<file path="src/hdl/ypfv_pkg.sv">
// ypfv_pkg: shared constants, types and arithmetic helpers for the yaw/pitch
// forward vector block. No dependencies; every other file imports it.
`default_nettype none

package ypfv_pkg;

    localparam int OUT_FRAC_BITS   = 14;
    localparam int CORDIC_STEPS    = 16;

    localparam int FIELD_W         = 16;
    localparam int GAIN_W          = 16;
    localparam int YAW_W           = 16;
    localparam int PITCH_W         = 15;
    localparam int STEP_SHIFT      = 9;
    localparam int STEP_W          = 24;
    localparam int ACC_W           = 24;
    localparam int PROD_W          = FIELD_W + GAIN_W + 1;

    localparam int YAW_TURN        = 46080;
    localparam int HALF_TURN       = 23040;
    localparam int QUARTER_TURN    = 11520;
    localparam int PITCH_LIMIT     = 11392;
    localparam int REDUCE_STEPS    = 8;
    localparam int YAW_BIAS        = YAW_TURN * (1 << (REDUCE_STEPS - 1));
    localparam int GAIN_RESET      = 7680;

    localparam int CW              = 32;
    localparam int ZW              = 26;
    localparam int Z_SHIFT         = 9;
    localparam int CNT_W           = $clog2(CORDIC_STEPS);
    localparam int ATAN_W          = 23;
    localparam int CORDIC_GAIN_Q30 = 652032874;

    localparam int MUL_W           = 2 * CW;
    localparam int Q60_SHIFT       = 60 - OUT_FRAC_BITS;
    localparam int Q30_SHIFT       = 30 - OUT_FRAC_BITS;

    typedef enum logic [2:0] {
        ST_IDLE,
        ST_ANGLE,
        ST_COR_YAW,
        ST_COR_PITCH,
        ST_PROD,
        ST_DONE
    } state_t;

    typedef struct packed {
        logic signed [CW-1:0] sin_v;
        logic signed [CW-1:0] cos_v;
    } sincos_t;

    typedef struct packed {
        logic [FIELD_W-1:0] fwd_z;
        logic [FIELD_W-1:0] fwd_y;
        logic [FIELD_W-1:0] fwd_x;
    } fwd_vec_t;

    // atan(2^-k) in q16 degrees
    function automatic logic [ATAN_W-1:0] atan_q16(input logic [4:0] k);
        logic [ATAN_W-1:0] r;
        case (k)
            5'd0:    r = 23'd2949120;
            5'd1:    r = 23'd1740967;
            5'd2:    r = 23'd919879;
            5'd3:    r = 23'd466945;
            5'd4:    r = 23'd234379;
            5'd5:    r = 23'd117304;
            5'd6:    r = 23'd58666;
            5'd7:    r = 23'd29335;
            5'd8:    r = 23'd14668;
            5'd9:    r = 23'd7334;
            5'd10:   r = 23'd3667;
            5'd11:   r = 23'd1833;
            5'd12:   r = 23'd917;
            5'd13:   r = 23'd458;
            5'd14:   r = 23'd229;
            5'd15:   r = 23'd115;
            5'd16:   r = 23'd57;
            5'd17:   r = 23'd29;
            5'd18:   r = 23'd14;
            5'd19:   r = 23'd7;
            5'd20:   r = 23'd4;
            5'd21:   r = 23'd2;
            5'd22:   r = 23'd1;
            default: r = 23'd0;
        endcase
        return r;
    endfunction

    // round half up, floor shift, clamp to +/-1.0 and keep the low field bits
    function automatic logic [FIELD_W-1:0] round_clamp(input logic signed [MUL_W-1:0] v,
                                                       input int sh);
        logic signed [MUL_W-1:0] r;
        logic signed [MUL_W-1:0] lim;
        lim = MUL_W'(64'sd1 <<< OUT_FRAC_BITS);
        r   = v;
        if (sh > 0)
        begin
            r = (v + (MUL_W'(64'sd1) <<< (sh - 1))) >>> sh;
        end
        if (r > lim)
        begin
            r = lim;
        end
        if (r < -lim)
        begin
            r = -lim;
        end
        return r[FIELD_W-1:0];
    endfunction

endpackage

`default_nettype wire

</file>
<file path="src/hdl/ypfv_angle.sv">
// ypfv_angle: stored yaw/pitch angles, gain scaling of the deltas and the
// yaw wrap by shift-and-subtract over several cycles. Depends on ypfv_pkg.
`default_nettype none

module ypfv_angle
    import ypfv_pkg::*;
(
    input  wire logic                      clk,
    input  wire logic                      rst_n,
    input  wire logic                      start,
    input  wire logic signed [FIELD_W-1:0] delta_horizontal,
    input  wire logic signed [FIELD_W-1:0] delta_vertical,
    input  wire logic        [GAIN_W-1:0]  rotation_gain,
    output logic                           done,
    output logic signed [FIELD_W-1:0]      yaw_signed,
    output logic signed [FIELD_W-1:0]      pitch_signed
);

    localparam int KW = $clog2(REDUCE_STEPS);
    localparam logic signed [STEP_W:0] PITCH_HI = (STEP_W+1)'(PITCH_LIMIT);
    localparam logic signed [STEP_W:0] PITCH_LO = -PITCH_HI;

    logic        [YAW_W-1:0]   yaw_reg, yaw_next;
    logic signed [PITCH_W-1:0] pitch_reg, pitch_next;
    logic        [ACC_W-1:0]   acc_reg, acc_next;
    logic signed [FIELD_W-1:0] dv_reg, dv_next;
    logic        [KW-1:0]      k_reg, k_next;
    logic                      busy_reg, busy_next;
    logic                      pend_reg, pend_next;
    logic                      done_reg, done_next;

    logic signed [FIELD_W-1:0] mul_a;
    logic signed [GAIN_W:0]    gain_s;
    logic signed [PROD_W-1:0]  mul_prod;
    logic signed [STEP_W-1:0]  step;
    logic signed [ACC_W:0]     acc_sum;
    logic signed [STEP_W:0]    pitch_sum;
    logic        [ACC_W-1:0]   turn_k;
    logic        [ACC_W-1:0]   acc_sub;
    logic signed [YAW_W:0]     yaw_wide;

    // one multiplier: horizontal delta at start, vertical delta next cycle
    assign mul_a    = busy_reg ? dv_reg : delta_horizontal;
    assign gain_s   = $signed({1'b0, rotation_gain});
    assign mul_prod = mul_a * gain_s;
    assign step     = STEP_W'((mul_prod + PROD_W'(1 << (STEP_SHIFT - 1))) >>> STEP_SHIFT);

    assign acc_sum   = (ACC_W+1)'($signed({1'b0, yaw_reg})) + (ACC_W+1)'(step)
                     + (ACC_W+1)'(YAW_BIAS);
    assign pitch_sum = (STEP_W+1)'(pitch_reg) + (STEP_W+1)'(step);
    assign turn_k    = ACC_W'(YAW_TURN) << k_reg;
    assign acc_sub   = (acc_reg >= turn_k) ? (acc_reg - turn_k) : acc_reg;

    always_comb
    begin
        yaw_next   = yaw_reg;
        pitch_next = pitch_reg;
        acc_next   = acc_reg;
        dv_next    = dv_reg;
        k_next     = k_reg;
        busy_next  = busy_reg;
        pend_next  = pend_reg;
        done_next  = 1'b0;
        if (start)
        begin
            acc_next  = acc_sum[ACC_W-1:0];
            dv_next   = delta_vertical;
            k_next    = KW'(REDUCE_STEPS - 1);
            busy_next = 1'b1;
            pend_next = 1'b1;
        end
        else if (busy_reg)
        begin
            if (pend_reg)
            begin
                pend_next = 1'b0;
                if (pitch_sum > PITCH_HI)
                begin
                    pitch_next = PITCH_W'(PITCH_HI);
                end
                else if (pitch_sum < PITCH_LO)
                begin
                    pitch_next = PITCH_W'(PITCH_LO);
                end
                else
                begin
                    pitch_next = PITCH_W'(pitch_sum);
                end
            end
            acc_next = acc_sub;
            if (k_reg == '0)
            begin
                busy_next = 1'b0;
                done_next = 1'b1;
                yaw_next  = acc_sub[YAW_W-1:0];
            end
            else
            begin
                k_next = k_reg - 1'b1;
            end
        end
    end

    always_ff @(posedge clk or negedge rst_n)
    begin
        if (!rst_n)
        begin
            yaw_reg   <= '0;
            pitch_reg <= '0;
            k_reg     <= '0;
            busy_reg  <= 1'b0;
            pend_reg  <= 1'b0;
            done_reg  <= 1'b0;
        end
        else
        begin
            yaw_reg   <= yaw_next;
            pitch_reg <= pitch_next;
            k_reg     <= k_next;
            busy_reg  <= busy_next;
            pend_reg  <= pend_next;
            done_reg  <= done_next;
        end
    end

    always_ff @(posedge clk)
    begin
        acc_reg <= acc_next;
        dv_reg  <= dv_next;
    end

    // yaw shown as -180..180 degrees for the cordic
    assign yaw_wide     = (yaw_reg >= YAW_W'(HALF_TURN))
                        ? ($signed({1'b0, yaw_reg}) - (YAW_W+1)'(YAW_TURN))
                        : $signed({1'b0, yaw_reg});
    assign yaw_signed   = FIELD_W'(yaw_wide);
    assign pitch_signed = FIELD_W'(pitch_reg);
    assign done         = done_reg;

endmodule

`default_nettype wire

</file>
<file path="src/hdl/ypfv_cordic.sv">
// ypfv_cordic: iterative rotation-mode cordic giving sine and cosine in q30
// of an angle in 1/128 degree, one micro-rotation a cycle. Depends on ypfv_pkg.
`default_nettype none

module ypfv_cordic
    import ypfv_pkg::*;
(
    input  wire logic                      clk,
    input  wire logic                      rst_n,
    input  wire logic                      start,
    input  wire logic signed [FIELD_W-1:0] angle,
    output logic                           done,
    output sincos_t                        result
);

    localparam logic signed [FIELD_W:0] QT = (FIELD_W+1)'(QUARTER_TURN);
    localparam logic signed [FIELD_W:0] HT = (FIELD_W+1)'(HALF_TURN);

    logic signed [CW-1:0] x_reg, x_next;
    logic signed [CW-1:0] y_reg, y_next;
    logic signed [ZW-1:0] z_reg, z_next;
    logic [CNT_W-1:0]     i_reg, i_next;
    logic                 flip_reg, flip_next;
    logic                 busy_reg, busy_next;
    logic                 done_reg, done_next;

    logic signed [FIELD_W:0] a_ext;
    logic signed [FIELD_W:0] a_red;
    logic                    a_flip;
    logic [4:0]              k;
    logic signed [CW-1:0]    xs, ys;
    logic signed [ZW-1:0]    at;

    // fold the angle into -90..90 degrees, negating the result outside
    always_comb
    begin
        a_ext  = (FIELD_W+1)'(angle);
        a_red  = a_ext;
        a_flip = 1'b0;
        if (a_ext > QT)
        begin
            a_red  = a_ext - HT;
            a_flip = 1'b1;
        end
        else if (a_ext < -QT)
        begin
            a_red  = a_ext + HT;
            a_flip = 1'b1;
        end
    end

    assign k  = 5'(i_reg);
    assign xs = x_reg >>> k;
    assign ys = y_reg >>> k;
    assign at = ZW'(atan_q16(k));

    always_comb
    begin
        x_next    = x_reg;
        y_next    = y_reg;
        z_next    = z_reg;
        i_next    = i_reg;
        flip_next = flip_reg;
        busy_next = busy_reg;
        done_next = 1'b0;
        if (start)
        begin
            x_next    = CW'(CORDIC_GAIN_Q30);
            y_next    = '0;
            z_next    = ZW'(a_red) <<< Z_SHIFT;
            i_next    = '0;
            flip_next = a_flip;
            busy_next = 1'b1;
        end
        else if (busy_reg)
        begin
            if (!z_reg[ZW-1])
            begin
                x_next = x_reg - ys;
                y_next = y_reg + xs;
                z_next = z_reg - at;
            end
            else
            begin
                x_next = x_reg + ys;
                y_next = y_reg - xs;
                z_next = z_reg + at;
            end
            if (i_reg == CNT_W'(CORDIC_STEPS - 1))
            begin
                busy_next = 1'b0;
                done_next = 1'b1;
            end
            else
            begin
                i_next = i_reg + 1'b1;
            end
        end
    end

    always_ff @(posedge clk or negedge rst_n)
    begin
        if (!rst_n)
        begin
            i_reg    <= '0;
            busy_reg <= 1'b0;
            done_reg <= 1'b0;
        end
        else
        begin
            i_reg    <= i_next;
            busy_reg <= busy_next;
            done_reg <= done_next;
        end
    end

    always_ff @(posedge clk)
    begin
        x_reg    <= x_next;
        y_reg    <= y_next;
        z_reg    <= z_next;
        flip_reg <= flip_next;
    end

    assign result.sin_v = flip_reg ? -y_reg : y_reg;
    assign result.cos_v = flip_reg ? -x_reg : x_reg;
    assign done         = done_reg;

endmodule

`default_nettype wire

</file>
<file path="src/hdl/ypfv_prod.sv">
// ypfv_prod: products of the pitch cosine with the yaw sine and cosine on one
// shared multiplier, then rounding and clamping of all three outputs.
// Depends on ypfv_pkg.
`default_nettype none

module ypfv_prod
    import ypfv_pkg::*;
(
    input  wire logic    clk,
    input  wire logic    rst_n,
    input  wire logic    start,
    input  wire sincos_t yaw_sc,
    input  wire sincos_t pitch_sc,
    output logic         done,
    output fwd_vec_t     fwd
);

    logic signed [CW-1:0]    cp_reg, cp_next;
    logic signed [CW-1:0]    sy_reg, sy_next;
    logic signed [CW-1:0]    cy_reg, cy_next;
    logic signed [MUL_W-1:0] prod_reg, prod_next;
    fwd_vec_t                fwd_reg, fwd_next;
    logic [2:0]              stage_reg, stage_next;
    logic                    done_reg, done_next;

    logic signed [CW-1:0]    mul_b;
    logic signed [MUL_W-1:0] mul_prod;

    assign mul_b    = stage_reg[0] ? sy_reg : cy_reg;
    assign mul_prod = cp_reg * mul_b;

    always_comb
    begin
        cp_next    = cp_reg;
        sy_next    = sy_reg;
        cy_next    = cy_reg;
        prod_next  = prod_reg;
        fwd_next   = fwd_reg;
        stage_next = {stage_reg[1:0], 1'b0};
        done_next  = 1'b0;
        if (start)
        begin
            cp_next        = pitch_sc.cos_v;
            sy_next        = yaw_sc.sin_v;
            cy_next        = yaw_sc.cos_v;
            fwd_next.fwd_y = round_clamp(MUL_W'(pitch_sc.sin_v), Q30_SHIFT);
            stage_next     = 3'b001;
        end
        if (stage_reg[0])
        begin
            prod_next = mul_prod;
        end
        if (stage_reg[1])
        begin
            fwd_next.fwd_x = round_clamp(prod_reg, Q60_SHIFT);
            prod_next      = mul_prod;
        end
        if (stage_reg[2])
        begin
            fwd_next.fwd_z = round_clamp(prod_reg, Q60_SHIFT);
            done_next      = 1'b1;
        end
    end

    always_ff @(posedge clk or negedge rst_n)
    begin
        if (!rst_n)
        begin
            stage_reg <= '0;
            done_reg  <= 1'b0;
        end
        else
        begin
            stage_reg <= stage_next;
            done_reg  <= done_next;
        end
    end

    always_ff @(posedge clk)
    begin
        cp_reg   <= cp_next;
        sy_reg   <= sy_next;
        cy_reg   <= cy_next;
        prod_reg <= prod_next;
        fwd_reg  <= fwd_next;
    end

    assign fwd  = fwd_reg;
    assign done = done_reg;

endmodule

`default_nettype wire

</file>
<file path="src/hdl/yaw_pitch_forward_vector.sv">
// yaw_pitch_forward_vector: top level with the request sequencer, gain
// register and output register. Uses ypfv_pkg, ypfv_angle, ypfv_cordic, ypfv_prod.
//
// Each accepted request adds its gain-scaled deltas to the stored yaw and
// pitch, wraps yaw to one turn, clamps pitch at 89 degrees and returns the
// forward unit vector in Q1.14. Between acceptance and a valid result the
// single cordic unit runs yaw and then pitch, after the yaw wrap and before
// the products on the shared multiplier. s_tready is high only between
// requests; a finished result waits in the output register while the next
// request is already taken in.
`default_nettype none

module yaw_pitch_forward_vector
    import ypfv_pkg::*;
(
    input  wire logic                  clk,
    input  wire logic                  rst_n,
    input  wire logic                  s_tvalid,
    output logic                       s_tready,
    // delta_horizontal [15:0], delta_vertical [31:16]
    input  wire logic [2*FIELD_W-1:0]  s_tdata,
    output logic                       m_tvalid,
    input  wire logic                  m_tready,
    // forward_x [15:0], forward_y [31:16], forward_z [47:32]
    output logic [3*FIELD_W-1:0]       m_tdata,
    input  wire logic                  cfg_wr_en,
    input  wire logic [GAIN_W-1:0]     cfg_wr_data
);

    state_t                state_reg, state_next;
    logic [GAIN_W-1:0]     gain_reg;
    sincos_t               yaw_sc_reg;
    fwd_vec_t              out_reg;
    logic                  m_tvalid_reg;

    logic                  accept;
    logic                  angle_start;
    logic                  angle_done;
    logic signed [FIELD_W-1:0] yaw_signed, pitch_signed;
    logic                  cor_start;
    logic signed [FIELD_W-1:0] cor_angle;
    logic                  cor_done;
    sincos_t               cor_result;
    logic                  prod_start;
    logic                  prod_done;
    fwd_vec_t              prod_fwd;
    logic                  out_load;

    assign accept = s_tvalid && s_tready;

    ypfv_angle u_angle (
        .clk              (clk),
        .rst_n            (rst_n),
        .start            (angle_start),
        .delta_horizontal (s_tdata[FIELD_W-1:0]),
        .delta_vertical   (s_tdata[2*FIELD_W-1:FIELD_W]),
        .rotation_gain    (gain_reg),
        .done             (angle_done),
        .yaw_signed       (yaw_signed),
        .pitch_signed     (pitch_signed)
    );

    ypfv_cordic u_cordic (
        .clk    (clk),
        .rst_n  (rst_n),
        .start  (cor_start),
        .angle  (cor_angle),
        .done   (cor_done),
        .result (cor_result)
    );

    ypfv_prod u_prod (
        .clk      (clk),
        .rst_n    (rst_n),
        .start    (prod_start),
        .yaw_sc   (yaw_sc_reg),
        .pitch_sc (cor_result),
        .done     (prod_done),
        .fwd      (prod_fwd)
    );

    always_comb
    begin
        state_next = state_reg;
        case (state_reg)
            ST_IDLE:
            begin
                if (accept)
                begin
                    state_next = ST_ANGLE;
                end
            end
            ST_ANGLE:
            begin
                if (angle_done)
                begin
                    state_next = ST_COR_YAW;
                end
            end
            ST_COR_YAW:
            begin
                if (cor_done)
                begin
                    state_next = ST_COR_PITCH;
                end
            end
            ST_COR_PITCH:
            begin
                if (cor_done)
                begin
                    state_next = ST_PROD;
                end
            end
            ST_PROD:
            begin
                if (prod_done)
                begin
                    state_next = ST_DONE;
                end
            end
            ST_DONE:
            begin
                if (!m_tvalid_reg || m_tready)
                begin
                    state_next = ST_IDLE;
                end
            end
            default:
            begin
                state_next = ST_IDLE;
            end
        endcase
    end

    always_comb
    begin
        s_tready    = 1'b0;
        angle_start = 1'b0;
        cor_start   = 1'b0;
        cor_angle   = pitch_signed;
        prod_start  = 1'b0;
        out_load    = 1'b0;
        case (state_reg)
            ST_IDLE:
            begin
                s_tready    = 1'b1;
                angle_start = s_tvalid;
            end
            ST_ANGLE:
            begin
                cor_start = angle_done;
                cor_angle = yaw_signed;
            end
            ST_COR_YAW:
            begin
                cor_start = cor_done;
            end
            ST_COR_PITCH:
            begin
                prod_start = cor_done;
            end
            ST_DONE:
            begin
                out_load = !m_tvalid_reg || m_tready;
            end
            default:
            begin
                s_tready = 1'b0;
            end
        endcase
    end

    always_ff @(posedge clk or negedge rst_n)
    begin
        if (!rst_n)
        begin
            state_reg    <= ST_IDLE;
            gain_reg     <= GAIN_W'(GAIN_RESET);
            m_tvalid_reg <= 1'b0;
        end
        else
        begin
            state_reg <= state_next;
            if (cfg_wr_en)
            begin
                gain_reg <= cfg_wr_data;
            end
            if (out_load)
            begin
                m_tvalid_reg <= 1'b1;
            end
            else if (m_tready)
            begin
                m_tvalid_reg <= 1'b0;
            end
        end
    end

    always_ff @(posedge clk)
    begin
        if (state_reg == ST_COR_YAW && cor_done)
        begin
            yaw_sc_reg <= cor_result;
        end
        if (out_load)
        begin
            out_reg <= prod_fwd;
        end
    end

    assign m_tvalid = m_tvalid_reg;
    assign m_tdata  = out_reg;

`ifndef NO_ASSERTIONS
    // angle update finishes only while the sequencer waits for it
    a_angle_done_state: assert property (@(posedge clk) disable iff (!rst_n)
        angle_done |-> state_reg == ST_ANGLE)
        else $error("angle update finished outside its phase");

    // the cordic reports only during one of its two runs
    a_cordic_done_state: assert property (@(posedge clk) disable iff (!rst_n)
        cor_done |-> (state_reg == ST_COR_YAW || state_reg == ST_COR_PITCH))
        else $error("cordic finished outside its runs");

    // products finish only while awaited
    a_prod_done_state: assert property (@(posedge clk) disable iff (!rst_n)
        prod_done |-> state_reg == ST_PROD)
        else $error("product unit finished outside its phase");

    // a held result is never overwritten before it is taken
    a_no_overwrite: assert property (@(posedge clk) disable iff (!rst_n)
        (m_tvalid_reg && !m_tready) |-> !out_load)
        else $error("pending result overwritten");
`endif

endmodule

`default_nettype wire
</file>
<file path="config.mk">
export PLATFORM = sky130hd
export DESIGN_NAME = yaw_pitch_forward_vector
export DESIGN_NICKNAME = d
export VERILOG_FILES = /design/src/hdl/ypfv_pkg.sv /design/src/hdl/ypfv_angle.sv /design/src/hdl/ypfv_cordic.sv /design/src/hdl/ypfv_prod.sv /design/src/hdl/yaw_pitch_forward_vector.sv
export SDC_FILE = /design/constraint.sdc
export NUM_CORES = 2
export LEC_CHECK = 0
export BUFFER_PORTS_ARGS = -buffer_cell sky130_fd_sc_hd__buf_2
export CAP_MARGIN = 25
export CORE_MARGIN = 4
export CORE_UTILIZATION = 49
export CTS_BUF_LIST = sky130_fd_sc_hd__clkbuf_4
export CTS_CLUSTER_SIZE = 30
export DETAILED_ROUTE_END_ITERATION = 10
export GPL_ROUTABILITY_DRIVEN = 0
export SETUP_SLACK_MARGIN = 0.1
export SLEW_MARGIN = 20
export SYNTH_ARGS = -nofsm -noshare
export SYNTH_HDL_FRONTEND = slang
export SYNTH_SLANG_ARGS = --single-unit
export TNS_END_PERCENT = 20
</file>
<file path="constraint.sdc">
create_clock -name clk -period 10.88 [get_ports clk]
set_input_delay 0.544 -clock clk [delete_from_list [all_inputs] [get_ports clk]]
set_output_delay 0.544 -clock clk [all_outputs]
set_load 0.02 [all_outputs]
</file>
==> results.tsv <==
metric	value	unit
Avg Inst Size Synth	9.560	µm²
Worst VDD drop	0.001126	V
die area	158500	µm²
core footprint	150500	µm²
Worst Path Required	11.63	ns
wire per inst	20.88	µm
# clock sinks	473	
Crit Path Class	register to register	
PD cells	268.4	nW/µm²
Worst Tran Pin Value	1.092	ns
post-CTS setup buffers	0	
post-route ant nets	0	
number of antenna violations at the first check in global routing	6	
Area after DPL	77150	µm²
root buf cell	clkbuf_4	
CP Launch Point	u_prod.stage_reg[0]$_DFF_PN0_	
slowest stage delay, CP	0.76	ns
Peak Freq	98.87	MHz
post-synthesis cell area	74560	µm²
Mapped Nets	9595	
Worst Setup End Kind	register	
chip width	398.1	µm
FP Rows	142	
clock-pin slew on the worst setup and hold paths	0.07	ns
dominant synthesized flop cell	edfxtp_1	
nets	9610	
Buf/Inv on CP	7	
Num CTS Buffers	121	
Max-slew headroom	27.20	%
CP Launch Type	register	
H-tree levels	3	
Post-Syn Instances	7799	
R2R Setup Slk	0.77	ns
Ports	103	
Initial Util	49.55	%
most used cell, CP	fa_1	
Finish-stage setup viols	0	
kind of cell adding the most delay to the critical path	adder cells	
synth cell count leaders	inv_1 (1483), fa_1 (1280), nand2_1 (1125)	
share of layout cells above drive strength 1	8.392	%
crit share post-route	92.97	%
vias in the first global route	58674	
outcome	finished, final reports clean	
total number of vias	54739	
Yosys warnings	0	
final number of hold-violating endpoints	0	
PortBufs	102	
largest net degree at the start of global routing	81	
#FFs+latches synth	473	
max reg flops	64	
PostCTS Resize Cnt	0	
stages on the worst setup path	29	
max cap viols	0	
grt ovf	0	
leakage	37.48	nW
clk buf depth	3	
Clk Latency, worst-skew pair	1.09	ns
Synth area leaders	fa_1 (34%), edfxtp_1 (13%), ha_1 (7.8%), inv_1 (7.5%), nand2_1 (5.7%)	
CP Data Arrival Time	10.87	ns
Post-Layout Inst Area	79300	µm²
# DRC	0	
all-layer global routing usage	26.95	%
RR Endpoint	u_prod.prod_reg[62]$_DFFE_PP_	
CTS tree	done	
EDFF count, synth	333	
Post-synth ARST share	14.16	%
Initial DRT Pass Iterations	5	
RR Startpoint	u_prod.stage_reg[0]$_DFF_PN0_	
R2R cell count	29	
post-synthesis sequential area ratio	17.63	%
first-pass GRT wire length	331800	µm
RSZ-0062 raised after global routing	false	
1st-iter DRT viols	3657	
largest area contributor in the synthesized netlist	fa_1	
Final Slew Violations	0	
Detail Placement HPWL	161000	µm
Die Ht	398.1	µm
share of the synthesized area in the top cell type	34.37	%
critical path's slowest cell	dfrtp_2	
HP Class	input port to async pin	
Fillers	13897	
sum of negative setup slack	0	ns
Clock Skew	0.08556	ns
P&R area growth vs syn	6.357	%
Netlist cell types	91	
DR vias/cell	5.512	
count leader, synth	inv_1	
worst-path fanout max	22	
Total Wirelength	207400	µm
Critical Path End	u_prod.prod_reg[62]$_DFFE_PP_	
minimum clock period	10.11	ns
repair_timing:
| action | 4_1_cts | 5_1_grt |
|---|---|---|
| hold endpoints to repair | 100 | 0 |
| endpoints found under the setup margin | 0 | 0 |
| hold buffers | 52 | 0 |
worst min-delay path by stage:
stage / startpoint / to / cells after the start
5_1_grt: rst_n / gain_reg[11]$_DFFE_PN1P_ / 2
4_1_cts: m_tready / m_tvalid$_DFFE_PN0P_ / 3
3_5_place_dp: u_prod.fwd[22]$_SDFFCE_PP0P_ / m_tdata[22]$_DFFE_PP_ / 0
6_report: rst_n / gain_reg[11]$_DFFE_PN1P_ / 2
2_1_floorplan: rst_n / gain_reg[0]$_DFFE_PN0P_ / 0
3_3_place_gp: yaw_sc_reg[25]$_DFFE_PP_ / u_prod.cy_reg[25]$_DFFE_PP_ / 0
layer usage:
| layer | up-vias | routed length (µm) | GRT usage [%] |
|---|---|---|---|
| met5 | - | 15 | 0 |
| met3 | 379 | 13550 | 4.125 |
| li1 | 24707 | - | - |
| met2 | 1813 | 98780 | 44.62 |
| met4 | 2 | 8605 | 10.38 |
| met1 | 27838 | 86450 | 35.86 |
final cells by class:
class	instances	area (µm²)	share of cell area, %
Antenna cell	3	7.507	0.009467
Clock buffer	183	1374	1.732
Clock inverter	38	237.7	0.2998
Inverter	1488	5588	7.047
Multi-Input combinational cell	5458	54410	68.62
Sequential cell	473	13160	16.59
Tap cell	2016	2522	3.181
Timing Repair Buffer	272	2002	2.525
report_power, final:
group          switching, mW  internal [mW]  total (mW)  leakage, nW
sequential            0.0295           1.91        1.94         4.56
clock                  0.804          0.803        1.61        0.947
combinational           10.2           7.51        17.7         32.0
kinds of logic (layout without fill, tap and decap cells):
group / Yosys count / in the layout / synth area share [%]
DFF: 473 / 473 / 17.63
adders and majority gates: 1743 / 1743 / 42.14
AOI/OAI and AO/OA: 856 / 856 / 7.434
xor gates and xnor gates: 346 / 346 / 4.064
buffers and inverters: 1868 / 1981 / 9.503
muxes: 266 / 266 / 5.278
other: 0 / 3 / 0
and+or+nand+nor: 2247 / 2247 / 13.96
per-stage QoR:
stage / setup slack (ns) / power (mW) / cells / utilization (%) / hold WS, ns
CTS: 0.8187 / 21.35 / 9927 / 52.68 / 0.006365
finish: 0.7652 / 21.29 / 9931 / 52.69 / 0.1642
floorplan: 1.188 / 15.91 / 7799 / - / 0.2484
global placement: 0.9717 / 19.30 / 9653 / 51.26 / 0.4006
global route: 0.1092 / 23.55 / 9931 / 52.69 / 0.09637
detailed placement: 0.8806 / 19.55 / 9654 / 51.27 / 0.4045
placed cells by master, fill, tap and decap left out, drive strengths merged, types with 13 or more instances in the layout:
master,count
a211oi,45
a21boi,13
a21o,89
a21oi,217
a31oi,35
and2,158
and3,33
buf,220
clkbuf,183
clkinv,34
dfrtp,63
dfxtp,73
dlygate4sd3,52
edfxtp,333
fa,1280
ha,463
inv,1490
mux2,84
mux2i,92
mux4,90
nand2,1125
nand2b,59
nand3,78
nand4,25
nor2,307
nor2b,232
nor3,78
nor4,19
o211ai,22
o21a,38
o21ai,181
o21bai,24
o22ai,25
o31ai,38
o41ai,15
or2,56
or3,34
or4,19
xnor2,236
xor2,110
Note: power is estimated with default switching activity, not from simulation.
